### src/sv/excess_power_hill_climb_tracker_top_assert.svh
// Assertion macros shared by the tracker modules.
`ifndef EXCESS_POWER_HILL_CLIMB_TRACKER_TOP_ASSERT_SVH
`define EXCESS_POWER_HILL_CLIMB_TRACKER_TOP_ASSERT_SVH

// The consequent must hold in the same cycle as the antecedent.
`define EPHT_ASSERT_SAME(label, clk, rstn, ante, cons) \
	label: assert property (@(posedge clk) disable iff (!rstn) (ante) |-> (cons)) \
		else $error("Tracker check failed in the same cycle.");

// The consequent must hold in the cycle after the antecedent.
`define EPHT_ASSERT_NEXT(label, clk, rstn, ante, cons) \
	label: assert property (@(posedge clk) disable iff (!rstn) (ante) |=> (cons)) \
		else $error("Tracker check failed one cycle later.");

`endif

### src/sv/epht_pkg.sv
package epht_pkg;

	localparam int MAX_CH = 4;
	localparam int PWR_W = 20;
	localparam int MASK_W = 4;
	localparam int MEAS_W = 16;
	localparam int BASE_W = 16;
	localparam int TGT_W = 17;
	localparam int CFG_W = 10;
	localparam int CFG_IDX_W = 1;

	// Widest possible sum of the charger readings.
	localparam int SUM_MAX_W = 22;

	// floor(x / 100) = (x * DIV100_MUL) >> DIV100_SH for every x below 2**22.
	localparam int DIV100_MUL_W = 23;
	localparam logic [DIV100_MUL_W-1:0] DIV100_MUL = 23'd5368710;
	localparam int DIV100_SH = 29;

	// floor(y / 5) = (y * DIV5_MUL) >> DIV5_SH for every y below 2**18.
	localparam int DIV5_IN_W = 18;
	localparam logic [DIV5_IN_W-1:0] DIV5_MUL = 18'd209716;
	localparam int DIV5_SH = 20;

	localparam logic [TGT_W-1:0] TARGET_MAX = 17'd131071;

	localparam logic [CFG_W-1:0] STEP_SIZE_RST = 10'd30;
	localparam logic [CFG_W-1:0] DEADBAND_RST = 10'd15;

	localparam logic [CFG_IDX_W-1:0] CFG_STEP_SIZE = 1'd0;
	localparam logic [CFG_IDX_W-1:0] CFG_DEADBAND = 1'd1;

	typedef enum logic [1:0] {
		DIR_ZERO = 2'd0,
		DIR_PLUS = 2'd1,
		DIR_MINUS = 2'd2
	} dir_t;

	typedef struct packed {
		logic [CFG_W-1:0] step_size;
		logic [CFG_W-1:0] deadband;
	} cfg_t;

endpackage

### src/sv/excess_power_hill_climb_tracker_top.sv
// Perturb-and-observe tracker for the excess inverter target. Each accepted transaction
// carries the charger readings, the valid mask and the base target; it yields exactly one
// result, the new excess target and the measured power in watts, once it has passed the
// pipeline and the output register. One transaction is accepted every cycle unless
// item_stall holds it off: the power sum and the two constant divisions run in a
// three-stage pipeline, and the tracker state is updated in the final stage in the cycle a
// transaction moves into the output register. The output register and the stage valids let
// new transactions enter while a result waits. Only the first CHARGERS readings are
// counted. Registers step_size (index 0) and deadband (index 1) are written through the
// configuration port, which is always ready; they reset to 30 and 15.
module excess_power_hill_climb_tracker_top #(
	parameter int CHARGERS = 4
) (
	input  logic                           clk,
	input  logic                           arst_n,
	input  logic                           item_valid,
	output logic                           item_stall,
	input  logic [epht_pkg::PWR_W-1:0]     charger_power_0,
	input  logic [epht_pkg::PWR_W-1:0]     charger_power_1,
	input  logic [epht_pkg::PWR_W-1:0]     charger_power_2,
	input  logic [epht_pkg::PWR_W-1:0]     charger_power_3,
	input  logic [epht_pkg::MASK_W-1:0]    valid_mask,
	input  logic [epht_pkg::BASE_W-1:0]    inverter_target,
	output logic                           result_valid,
	input  logic                           result_stall,
	output logic [epht_pkg::TGT_W-1:0]     excess_target,
	output logic [epht_pkg::MEAS_W-1:0]    measured_power,
	input  logic                           cfg_valid,
	output logic                           cfg_ready,
	input  logic [epht_pkg::CFG_IDX_W-1:0] cfg_index,
	input  logic [epht_pkg::CFG_W-1:0]     cfg_data
);

	logic [epht_pkg::MAX_CH-1:0][epht_pkg::PWR_W-1:0] chg_all;
	epht_pkg::cfg_t                                   cfg_q;

	logic                        take_s3;
	logic                        v_s3;
	logic [epht_pkg::MEAS_W-1:0] power_s3;
	logic [epht_pkg::MEAS_W-1:0] frac_s3;
	logic [epht_pkg::BASE_W-1:0] base_s3;

	assign chg_all = {charger_power_3, charger_power_2, charger_power_1, charger_power_0};
	assign cfg_ready = 1'b1;

	always_ff @(posedge clk or negedge arst_n) begin
		if (!arst_n) begin
			cfg_q.step_size <= epht_pkg::STEP_SIZE_RST;
			cfg_q.deadband <= epht_pkg::DEADBAND_RST;
		end else if (cfg_valid && cfg_ready) begin
			case (cfg_index)
				epht_pkg::CFG_STEP_SIZE: begin
					cfg_q.step_size <= cfg_data;
				end
				epht_pkg::CFG_DEADBAND: begin
					cfg_q.deadband <= cfg_data;
				end
				default: begin
				end
			endcase
		end
	end

	epht_power #(
		.CHARGERS(CHARGERS)
	) u_power (
		.clk        (clk),
		.arst_n     (arst_n),
		.item_valid (item_valid),
		.item_stall (item_stall),
		.chg_in     (chg_all[CHARGERS-1:0]),
		.mask_in    (valid_mask[CHARGERS-1:0]),
		.base_in    (inverter_target),
		.take_s3    (take_s3),
		.v_s3       (v_s3),
		.power_s3   (power_s3),
		.frac_s3    (frac_s3),
		.base_s3    (base_s3)
	);

	epht_climb u_climb (
		.clk            (clk),
		.arst_n         (arst_n),
		.cfg            (cfg_q),
		.v_in           (v_s3),
		.power_in       (power_s3),
		.frac_in        (frac_s3),
		.base_in        (base_s3),
		.take           (take_s3),
		.result_valid   (result_valid),
		.result_stall   (result_stall),
		.excess_target  (excess_target),
		.measured_power (measured_power)
	);

endmodule

### src/sv/epht_power.sv
module epht_power #(
	parameter int CHARGERS = 4
) (
	input  logic                                          clk,
	input  logic                                          arst_n,
	input  logic                                          item_valid,
	output logic                                          item_stall,
	input  logic [CHARGERS-1:0][epht_pkg::PWR_W-1:0]      chg_in,
	input  logic [CHARGERS-1:0]                           mask_in,
	input  logic [epht_pkg::BASE_W-1:0]                   base_in,
	input  logic                                          take_s3,
	output logic                                          v_s3,
	output logic [epht_pkg::MEAS_W-1:0]                   power_s3,
	output logic [epht_pkg::MEAS_W-1:0]                   frac_s3,
	output logic [epht_pkg::BASE_W-1:0]                   base_s3
);

	localparam int SUM_W = epht_pkg::PWR_W + $clog2(CHARGERS);
	localparam int DIV_IN_W = epht_pkg::SUM_MAX_W;
	localparam int PROD_W = DIV_IN_W + epht_pkg::DIV100_MUL_W;
	localparam int PROD5_W = 2 * epht_pkg::DIV5_IN_W;

	logic                                     v_s1;
	logic [CHARGERS-1:0][epht_pkg::PWR_W-1:0] chg_s1;
	logic [CHARGERS-1:0]                      mask_s1;
	logic [epht_pkg::BASE_W-1:0]              base_s1;

	logic                                     v_s2;
	logic [epht_pkg::MEAS_W-1:0]              power_s2;
	logic [epht_pkg::BASE_W-1:0]              base_s2;

	logic                                     rdy1;
	logic                                     rdy2;
	logic                                     rdy3;
	logic                                     load1;
	logic                                     load2;
	logic                                     load3;

	logic [SUM_W-1:0]                         sum;
	logic [PROD_W-1:0]                        prod;
	logic [epht_pkg::DIV5_IN_W-1:0]           four_p;
	logic [PROD5_W-1:0]                       prod5;

	assign rdy3 = !v_s3 || take_s3;
	assign rdy2 = !v_s2 || rdy3;
	assign rdy1 = !v_s1 || rdy2;
	assign item_stall = !rdy1;

	assign load1 = item_valid && rdy1;
	assign load2 = v_s1 && rdy2;
	assign load3 = v_s2 && rdy3;

	always_comb begin
		sum = '0;
		for (int i = 0; i < CHARGERS; i++) begin
			if (mask_s1[i]) begin
				sum = sum + SUM_W'(chg_s1[i]);
			end
		end
	end

	assign prod = PROD_W'(DIV_IN_W'(sum)) * PROD_W'(epht_pkg::DIV100_MUL);

	assign four_p = {power_s2, 2'b00};
	assign prod5 = PROD5_W'(four_p) * PROD5_W'(epht_pkg::DIV5_MUL);

	always_ff @(posedge clk or negedge arst_n) begin
		if (!arst_n) begin
			v_s1 <= 1'b0;
			v_s2 <= 1'b0;
			v_s3 <= 1'b0;
		end else begin
			if (rdy1) begin
				v_s1 <= item_valid;
			end
			if (rdy2) begin
				v_s2 <= v_s1;
			end
			if (rdy3) begin
				v_s3 <= v_s2;
			end
		end
	end

	always_ff @(posedge clk) begin
		if (load1) begin
			chg_s1 <= chg_in;
			mask_s1 <= mask_in;
			base_s1 <= base_in;
		end
		if (load2) begin
			power_s2 <= prod[epht_pkg::DIV100_SH +: epht_pkg::MEAS_W];
			base_s2 <= base_s1;
		end
		if (load3) begin
			power_s3 <= power_s2;
			frac_s3 <= prod5[epht_pkg::DIV5_SH +: epht_pkg::MEAS_W];
			base_s3 <= base_s2;
		end
	end

endmodule

### src/sv/epht_climb.sv
`include "excess_power_hill_climb_tracker_top_assert.svh"

module epht_climb (
	input  logic                        clk,
	input  logic                        arst_n,
	input  epht_pkg::cfg_t              cfg,
	input  logic                        v_in,
	input  logic [epht_pkg::MEAS_W-1:0] power_in,
	input  logic [epht_pkg::MEAS_W-1:0] frac_in,
	input  logic [epht_pkg::BASE_W-1:0] base_in,
	output logic                        take,
	output logic                        result_valid,
	input  logic                        result_stall,
	output logic [epht_pkg::TGT_W-1:0]  excess_target,
	output logic [epht_pkg::MEAS_W-1:0] measured_power
);

	localparam int CW = epht_pkg::TGT_W + 2;
	localparam int DW = epht_pkg::MEAS_W + 2;

	logic                        valid_q;
	logic [epht_pkg::TGT_W-1:0]  excess_q;
	logic [epht_pkg::MEAS_W-1:0] meas_q;

	logic [epht_pkg::MEAS_W-1:0] last_q;
	epht_pkg::dir_t              dir_q;
	logic [epht_pkg::TGT_W-1:0]  tgt_q;
	logic                        primed_q;

	logic [epht_pkg::MEAS_W-1:0] nxt_last;
	epht_pkg::dir_t              nxt_dir;
	epht_pkg::dir_t              step_dir;
	logic [epht_pkg::TGT_W-1:0]  nxt_tgt;

	logic signed [CW-1:0]        t_s;
	logic signed [CW-1:0]        ss_s;
	logic signed [CW-1:0]        b_s;
	logic signed [CW-1:0]        p_s;
	logic signed [CW-1:0]        frac_s;
	logic signed [CW-1:0]        cand;
	logic signed [DW-1:0]        diff;
	logic signed [DW-1:0]        mag;

	assign take = v_in && (!valid_q || !result_stall);
	assign result_valid = valid_q;
	assign excess_target = excess_q;
	assign measured_power = meas_q;

	assign t_s = $signed(CW'(tgt_q));
	assign ss_s = $signed(CW'(cfg.step_size));
	assign b_s = $signed(CW'(base_in));
	assign p_s = $signed(CW'(power_in));
	assign frac_s = $signed(CW'(frac_in));
	assign diff = $signed(DW'(last_q)) - $signed(DW'(power_in));
	assign mag = (diff < 0) ? -diff : diff;

	always_comb begin
		nxt_last = last_q;
		nxt_dir = dir_q;
		step_dir = epht_pkg::DIR_PLUS;
		cand = t_s;
		if (!primed_q) begin
			nxt_last = power_in;
			nxt_dir = epht_pkg::DIR_PLUS;
			cand = (power_in > base_in) ? b_s + ss_s : b_s;
		end else if (power_in < base_in) begin
			cand = b_s;
			nxt_dir = epht_pkg::DIR_ZERO;
			nxt_last = power_in;
		end else begin
			if (mag < $signed(DW'(cfg.deadband))) begin
				cand = (t_s > p_s) ? frac_s : t_s - ss_s;
				nxt_dir = epht_pkg::DIR_MINUS;
			end else begin
				if (dir_q == epht_pkg::DIR_MINUS) begin
					step_dir = epht_pkg::DIR_MINUS;
				end
				if (diff > 0) begin
					step_dir = (step_dir == epht_pkg::DIR_PLUS) ? epht_pkg::DIR_MINUS :
						epht_pkg::DIR_PLUS;
				end
				cand = (step_dir == epht_pkg::DIR_PLUS) ? t_s + ss_s : t_s - ss_s;
				nxt_dir = step_dir;
				nxt_last = power_in;
			end
			if (cand < b_s) begin
				cand = b_s;
				nxt_dir = epht_pkg::DIR_PLUS;
				nxt_last = power_in;
			end
		end
		if (cand > $signed(CW'(epht_pkg::TARGET_MAX))) begin
			nxt_tgt = epht_pkg::TARGET_MAX;
		end else begin
			nxt_tgt = cand[epht_pkg::TGT_W-1:0];
		end
	end

	always_ff @(posedge clk or negedge arst_n) begin
		if (!arst_n) begin
			valid_q <= 1'b0;
			last_q <= '0;
			dir_q <= epht_pkg::DIR_PLUS;
			tgt_q <= '0;
			primed_q <= 1'b0;
		end else begin
			if (!valid_q || !result_stall) begin
				valid_q <= v_in;
			end
			if (take) begin
				last_q <= nxt_last;
				dir_q <= nxt_dir;
				tgt_q <= nxt_tgt;
				primed_q <= 1'b1;
			end
		end
	end

	always_ff @(posedge clk) begin
		if (take) begin
			excess_q <= nxt_tgt;
			meas_q <= power_in;
		end
	end

	`EPHT_ASSERT_SAME(a_out_matches_state, clk, arst_n, valid_q, excess_q == tgt_q)
	`EPHT_ASSERT_NEXT(a_primed_sticks, clk, arst_n, primed_q, primed_q)
	`EPHT_ASSERT_NEXT(a_take_fills, clk, arst_n, take, valid_q && primed_q)
	`EPHT_ASSERT_NEXT(a_below_base_zero, clk, arst_n, take && primed_q && (power_in < base_in), dir_q == epht_pkg::DIR_ZERO)

endmodule

### config.mk
export PLATFORM = sky130hd
export DESIGN_NAME = excess_power_hill_climb_tracker_top
export DESIGN_NICKNAME = d
export VERILOG_FILES = /design/src/sv/epht_pkg.sv /design/src/sv/excess_power_hill_climb_tracker_top.sv /design/src/sv/epht_power.sv /design/src/sv/epht_climb.sv
export VERILOG_INCLUDE_DIRS = /design/src /design/src/sv
export SDC_FILE = /design/constraint.sdc
export NUM_CORES = 2
export LEC_CHECK = 0
export BUFFER_PORTS_ARGS = -buffer_cell sky130_fd_sc_hd__buf_2
export CORE_MARGIN = 4
export CORE_UTILIZATION = 35
export CTS_CLUSTER_DIAMETER = 200
export DETAILED_ROUTE_END_ITERATION = 8
export PLACE_DENSITY = 0.49
export SYNTH_ARGS = -nofsm -noshare
export SYNTH_HDL_FRONTEND = slang
export SYNTH_HIERARCHICAL = 1
export SYNTH_SLANG_ARGS = --single-unit
### constraint.sdc
create_clock -name clk -period 17 [get_ports clk]
set_clock_uncertainty 0.1 [all_clocks]
set_input_delay 3.4 -clock clk [delete_from_list [all_inputs] [get_ports clk]]
set_output_delay 3.4 -clock clk [all_outputs]
set_load 0.005 [all_outputs]
=== Word-level counts from Yosys, hierarchy flattened ===
Index checks and enable logic that the tools add are counted.

* Register bits after elaboration: 273
* Input bits: 116

* Add/subtract/negate cells: 8
* $mul: 2
* Magnitude comparators: 8
* Eq/ne operators: 4
* Multiplexer cells: 32
* Bitwise operators: 1
* Reductions and logical operators: 17

{| class="wikitable"
|+ Operators by type and width
! kind !! number
|-
| two-way mux 19 bit || 9
|-
| two-way mux 22 bit || 3
|-
| two-way mux 16 bit || 4
|-
| adder 22 x 20 -> 22 bit || 2
|-
| multiplier 22 x 22 -> 44 bit (second input constant) || 1
|-
| multiplier 16 x 16 -> 32 bit (second input constant) || 1
|-
| two-way mux 2 bit || 13
|-
| adder 20 x 20 -> 21 bit || 1
|-
| two-way mux 20 bit || 1
|-
| > comparator 19 x 18 -> 1 bit (second input constant) || 1
|-
| less-than comparator 19 x 17 -> 1 bit || 1
|-
| adder 17 x 10 -> 18 bit || 1
|-
| less-than comparator 18 x 11 -> 1 bit || 1
|-
| two-way mux 18 bit || 1
|-
| negator 17 -> 18 bit || 1
|-
| subtractor 17 x 10 -> 18 bit || 1
|-
| adder 16 x 10 -> 17 bit || 1
|-
| > comparator 17 x 1 -> 1 bit (second input constant) || 1
|-
| > comparator 17 x 16 -> 1 bit || 1
|-
| less-than comparator 17 x 1 -> 1 bit (second input constant) || 1
|-
| two-way mux 17 bit || 1
|-
| subtractor 16 x 16 -> 17 bit || 1
|-
| > comparator 16 bit || 1
|-
| less-than comparator 16 bit || 1
|-
| other kinds (8) || 22
|}

=== Longest topological paths before layout ===
* Word-level depth: 24
* Mapped depth: 56

=== Cells and area by module ===
Netlist, hierarchy kept.

{| class="wikitable"
|+ Modules (own cells, without submodules)
! module !! instances !! cells each !! area an instance (sq um) !! seq. area each (sq um)
|-
| epht_power || 1 || 2005 || 22235.1 || 5480.3
|-
| epht_climb || 1 || 946 || 7953.9 || 1918.1
|-
| excess_power_hill_climb_tracker_top || 1 || 45 || 778.2 || 510.5
|}

=== Worst setup path before layout ===
No wires, ideal clock.

* Kind: flip-flop to flip-flop
* Start point: register u_power.mask_s1[0]
* End point: register u_power/power_s2[15] (netlist bit) (data pin)
* Data arrival time: 11.641 ns
* Data required time: 16.640 ns
* Path slack: 4.999 ns
* Cell stages (with the launch flop): 56
* Period minus slack after synthesis: 12.001 ns
* Cells stage by stage: edfxtp_1 buf_6 buf_2 clkbuf_1 nand2_1 inv_1 ha_1 a211oi_2 o31a_1 o311ai_1 o31a_1 maj3_2 a21oi_1 xnor2_1 mux2i_1 inv_1 ha_1 and3_1 [... 20 more ...] inv_1 fa_1 fa_1 fa_1 inv_1 fa_1 inv_1 ha_1 nand2_1 o21ai_0 a2111o_1 o311ai_1 o21ai_0 o2111ai_2 nand3b_1 a31o_2 a21oi_1 xnor2_1

* Word-level cells in the longest chain between the ends: 8

{| class="wikitable"
|+ RTL lines
! element !! RTL line !! RTL
|-
| start, declared || epht_power.sv:25 || <nowiki>logic [CHARGERS-1:0] mask_s1;</nowiki>
|-
| start signal, assigned || epht_power.sv:88 || <nowiki>mask_s1 <= mask_in;</nowiki>
|-
| two-way mux 20 bit * || epht_power.sv:56 || <nowiki>if (mask_s1[i]) begin</nowiki>
|-
| adder 20 x 20 -> 21 bit || epht_power.sv:57 || <nowiki>sum = sum + SUM_W'(chg_s1[i]);</nowiki>
|-
| two-way mux 22 bit * || epht_power.sv:56 ||
|-
| adder 22 x 20 -> 22 bit || epht_power.sv:57 ||
|-
| two-way mux 22 bit * || epht_power.sv:56 ||
|-
| adder 22 x 20 -> 22 bit || epht_power.sv:57 ||
|-
| two-way mux 22 bit * || epht_power.sv:56 ||
|-
| multiplier 22 x 22 -> 44 bit * || epht_power.sv:62 || <nowiki>assign prod = PROD_W'(DIV_IN_W'(sum)) * PROD_W'(epht_pkg::DIV100_MUL);</nowiki>
|-
| via u_power.prod[44] || epht_power.sv:40 || <nowiki>logic [PROD_W-1:0] prod;</nowiki>
|-
| end signal, assigned || epht_power.sv:92 || <nowiki>power_s2 <= prod[epht_pkg::DIV100_SH +: epht_pkg::MEAS_W];</nowiki>
|-
| end, declared || epht_power.sv:29 || <nowiki>logic [epht_pkg::MEAS_W-1:0] power_s2;</nowiki>
|}

Mark *: on every way through the listed nets, which the timed path passes. The rest lies on a longest branch.
A chain may end at the register's enable or synchronous reset.

=== Worst setup path in the final report ===
Ends and elaborated chain as after synthesis.

==> metrics.md <==
| Metric | Value |
|---|---|
| Area Overhead vs Synth | `10.66%` |
| Hold Crit Class | `reg -> reg` |
| Largest net degree at the start of global routing | `between 70 and 80` |
| Clk pin slew, worst setup/hold paths | `0.05 ns` |
| Cell area after synthesis | `just over 0.03 sq mm` |
| Syn Nets | `3900` |
| Slowest stage cell on the critical path | `edfxtp_1` |
| CP Capture Type | `flop` |
| GRT overflow | `0` |
| Final Hold Vio Count | `0` |
| Cells after DPL | `4265` |
| Initial detailed-routing violation count | `about 1200` |
| Async set-reset flop share out of synthesis | `0.2198` |
| Yosys reg bits | `273` |
| Worst hold start | `u_power/base_s1[1]` |
| CP Launch Point | `u_power/mask_s1[0]` |
| CTS HTree Levels | `2` |
| Die area | `about 0.093 sq mm` |
| YS warnings | `6` |
| Slew HR | `0.2653` |
| Most used DFF post-synth | `edfxtp_1` |
| N_diodes | `0` |
| Post-CTS Setup Inserts | `0` |
| Reg2reg start | `u_power/mask_s1[0]` |
| Vias per cell | `4.995` |
| Final setup violation count | `0` |
| Final period util | `0.8065` |
| Area post-placement | `0.03305 sq mm` |
| Fin util | `0.3926` |
| Syn_area_per_cell | `10.34 sq um` |
| Cell area after layout | `0.03427 sq mm` |
| Multi-input gate area | `0.02083 sq mm` |
| Fill count | `8773` |
| Rows | `108` |
| Via count | `21640` |
| CTS Buf Count | `37` |
| Min Tclk post-route | `13.71 ns` |
| Core outline area | `0.08729 sq mm` |
| I/O Pins | `152` |
| Fmax | `~0.073 GHz` |
| Share of cells above drive strength 1 | `0.1152` |
| Number of synthesized flops with an enable pin | `between 200 and 250` |
| Drt drc | `0` |
| # nets final | `4053` |
| CP max stage delay | `0.83 ns` |
| Hold buffer count at CTS | `0` |
| Status | `complete, no violations` |
| RSZ-0062 raised after global routing | `no` |
| Initial antenna violation count | `2` |
| First-pass GRT wire length | `131500 um` |
| Setup TNS | `0 ns` |
| Die Ht | `305.5 um` |
| Worst-Margin Slew | `1.102 ns` |
| Port bufs | `150` |
| CP dominant cell by count | `inv_1` |
| Critical Path Start Type | `flop` |
| Initial Utilization | `0.3547` |
| Number of global-route vias before repair | `approximately 23000` |
| Register area | `around 0.0079 sq mm` |
| Clock Path Buffers | `3` |
| Post-route insts no fill | `4332` |
| Crit path DAT | `13.92 ns` |
| Total Routing Usage GR | `0.1809` |
| Clk root buf | `clkbuf_16` |
| Antenna-violating nets left | `0` |
| Crit path required time | `17.21 ns` |
| Max FO, Critical Path | `28` |
| Placer congestion estimate | `0.8762` |
| WL/cell | `just under 20 um` |
| Post-synthesis sequential area ratio | `0.2554` |
| Mapped Cells | `~3000` |
| Slew Viols, Final | `0` |
| Post-DP HPWL | `about 70000 um` |
| CTS tree | `done` |
| Worst-Skew Late Latency | `0.57 ns` |
| Max cap viols | `0` |
| Unique masters post-synth | `112` |
| Drt first pass iters | `5` |
| PostCTS Resize Cnt | `0` |
| Detailed-route wire length | `84250 um` |
| Sinks on the clock net | `273` |
| CP Class | `reg -> reg` |
| Chip Width | `305.5 um` |
-- placed cells by master, fill, tap and decap left out, types with 85 or more instances in the layout --
cell type  count
buf_2        150
fa_1         264
edfxtp_1     213
inv_1        525
a21oi_1      156
o21ai_0       85
xnor2_1       93
ha_1         524
nor2_1       137
nand2_1      157
-- area by class of cell --
| type | instances | area share |
|---|---|---|
| repair buffers | 168 | 0.02585 |
| clock buffers | 48 | 0.03001 |
| well taps | 1155 | 0.04217 |
| multi-input cells | 2143 | 0.6080 |
| inverters | 526 | 0.05762 |
| clock inverters | 19 | 0.005586 |
| flip-flops and latches | 273 | 0.2308 |
-- per-stage QoR --
step | setup WS, ns | hold WS (ns)
floorplan | 4.999 | 0.3003
global placement | 3.358 | 0.3023
detailed placement | 3.170 | 0.3045
CTS | 3.139 | 0.3057
global route | 2.139 | 0.3165
finish | 3.290 | 0.3049
-- sequential cells by signal (all words and copies together) (netlist names), 4 cells and up --
| register | flops |
|---|---|
| u_power/base_s1 | 16 |
| u_power/base_s2 | 16 |
| u_power/frac_s3 | 16 |
| u_power/mask_s1 | 4 |
| u_climb/last_q | 16 |
| u_climb/measured_power | 16 |
| u_climb/excess_target | 17 |
| u_power/chg_s1 | 80 |
| u_power/power_s3 | 16 |
| u_power/base_s3 | 16 |
| u_climb/tgt_q | 17 |
| u_power/power_s2 | 16 |
| cfg_q | 20 |
-- cells by family (layout without fill, tap and decap cells) --
kind of cell | after synthesis | in the layout | synth area share
other cells | 1 | 1 | 0.0001211
buf+inv | 580 | 761 | 0.07281
compound gates | 580 | 580 | 0.1295
mux | 96 | 96 | 0.03406
simple gates | 541 | 541 | 0.08586
fa+ha+maj | 789 | 789 | 0.3827
flops | 273 | 273 | 0.2554
xor+xnor | 136 | 136 | 0.03956
-- worst max-delay path, delay by kind of cell (launching register included) --
family | cells | cell delay, ns
adders and majority gates | 11 | 4.49
and+or+nand+nor | 8 | 1.65
buffers and inverters | 7 | 0.71
DFF | 1 | 0.83
xor gates and xnor gates | 4 | 0.45
AOI/OAI and AO/OA | 22 | 5.18
-- per-layer routing --
layer / track usage / up-vias / part of all wire
li1: - / 10700 / -
met1: 0.2213 / 10430 / 0.42
met2: 0.3300 / 408 / 0.51
met3: 0.03143 / 98 / 0.046
met4: 0.04513 / 0 / 0.025
met5: 0 / - / 0
-- worst paths after layout --
kind / cells after the start / end / slack, ns
setup / recovery: 52 / u_power/power_s2[15] / 3.29
hold reg to reg: 0 / u_power/base_s2[1] / 0.30
max in group asynchronous: 2 / u_climb/tgt_q[7] / 13.25
min in group asynchronous: 2 / u_climb/tgt_q[15] / 2.93
setup reg to reg: 52 / u_power/power_s2[15] / 3.29
hold / removal: 0 / u_power/base_s2[1] / 0.30
-- synth_stat cells, types with 51 or more instances --
library cell | n | share of area
dfrtp_1 | 51 | 0.041
nor2_1 | 137 | 0.017
a21o_1 | 62 | 0.015
edfxtp_1 | 213 | 0.21
fa_1 | 264 | 0.17
a21oi_1 | 156 | 0.025
ha_1 | 524 | 0.21
xnor2_1 | 94 | 0.027
nand2_1 | 157 | 0.019
mux2_2 | 57 | 0.021
o21ai_0 | 88 | 0.014
inv_1 | 525 | 0.064
Power is left out: the tool's default activity adds up to more than one toggle a clock period on the data nets, which glitch-free logic cannot reach.
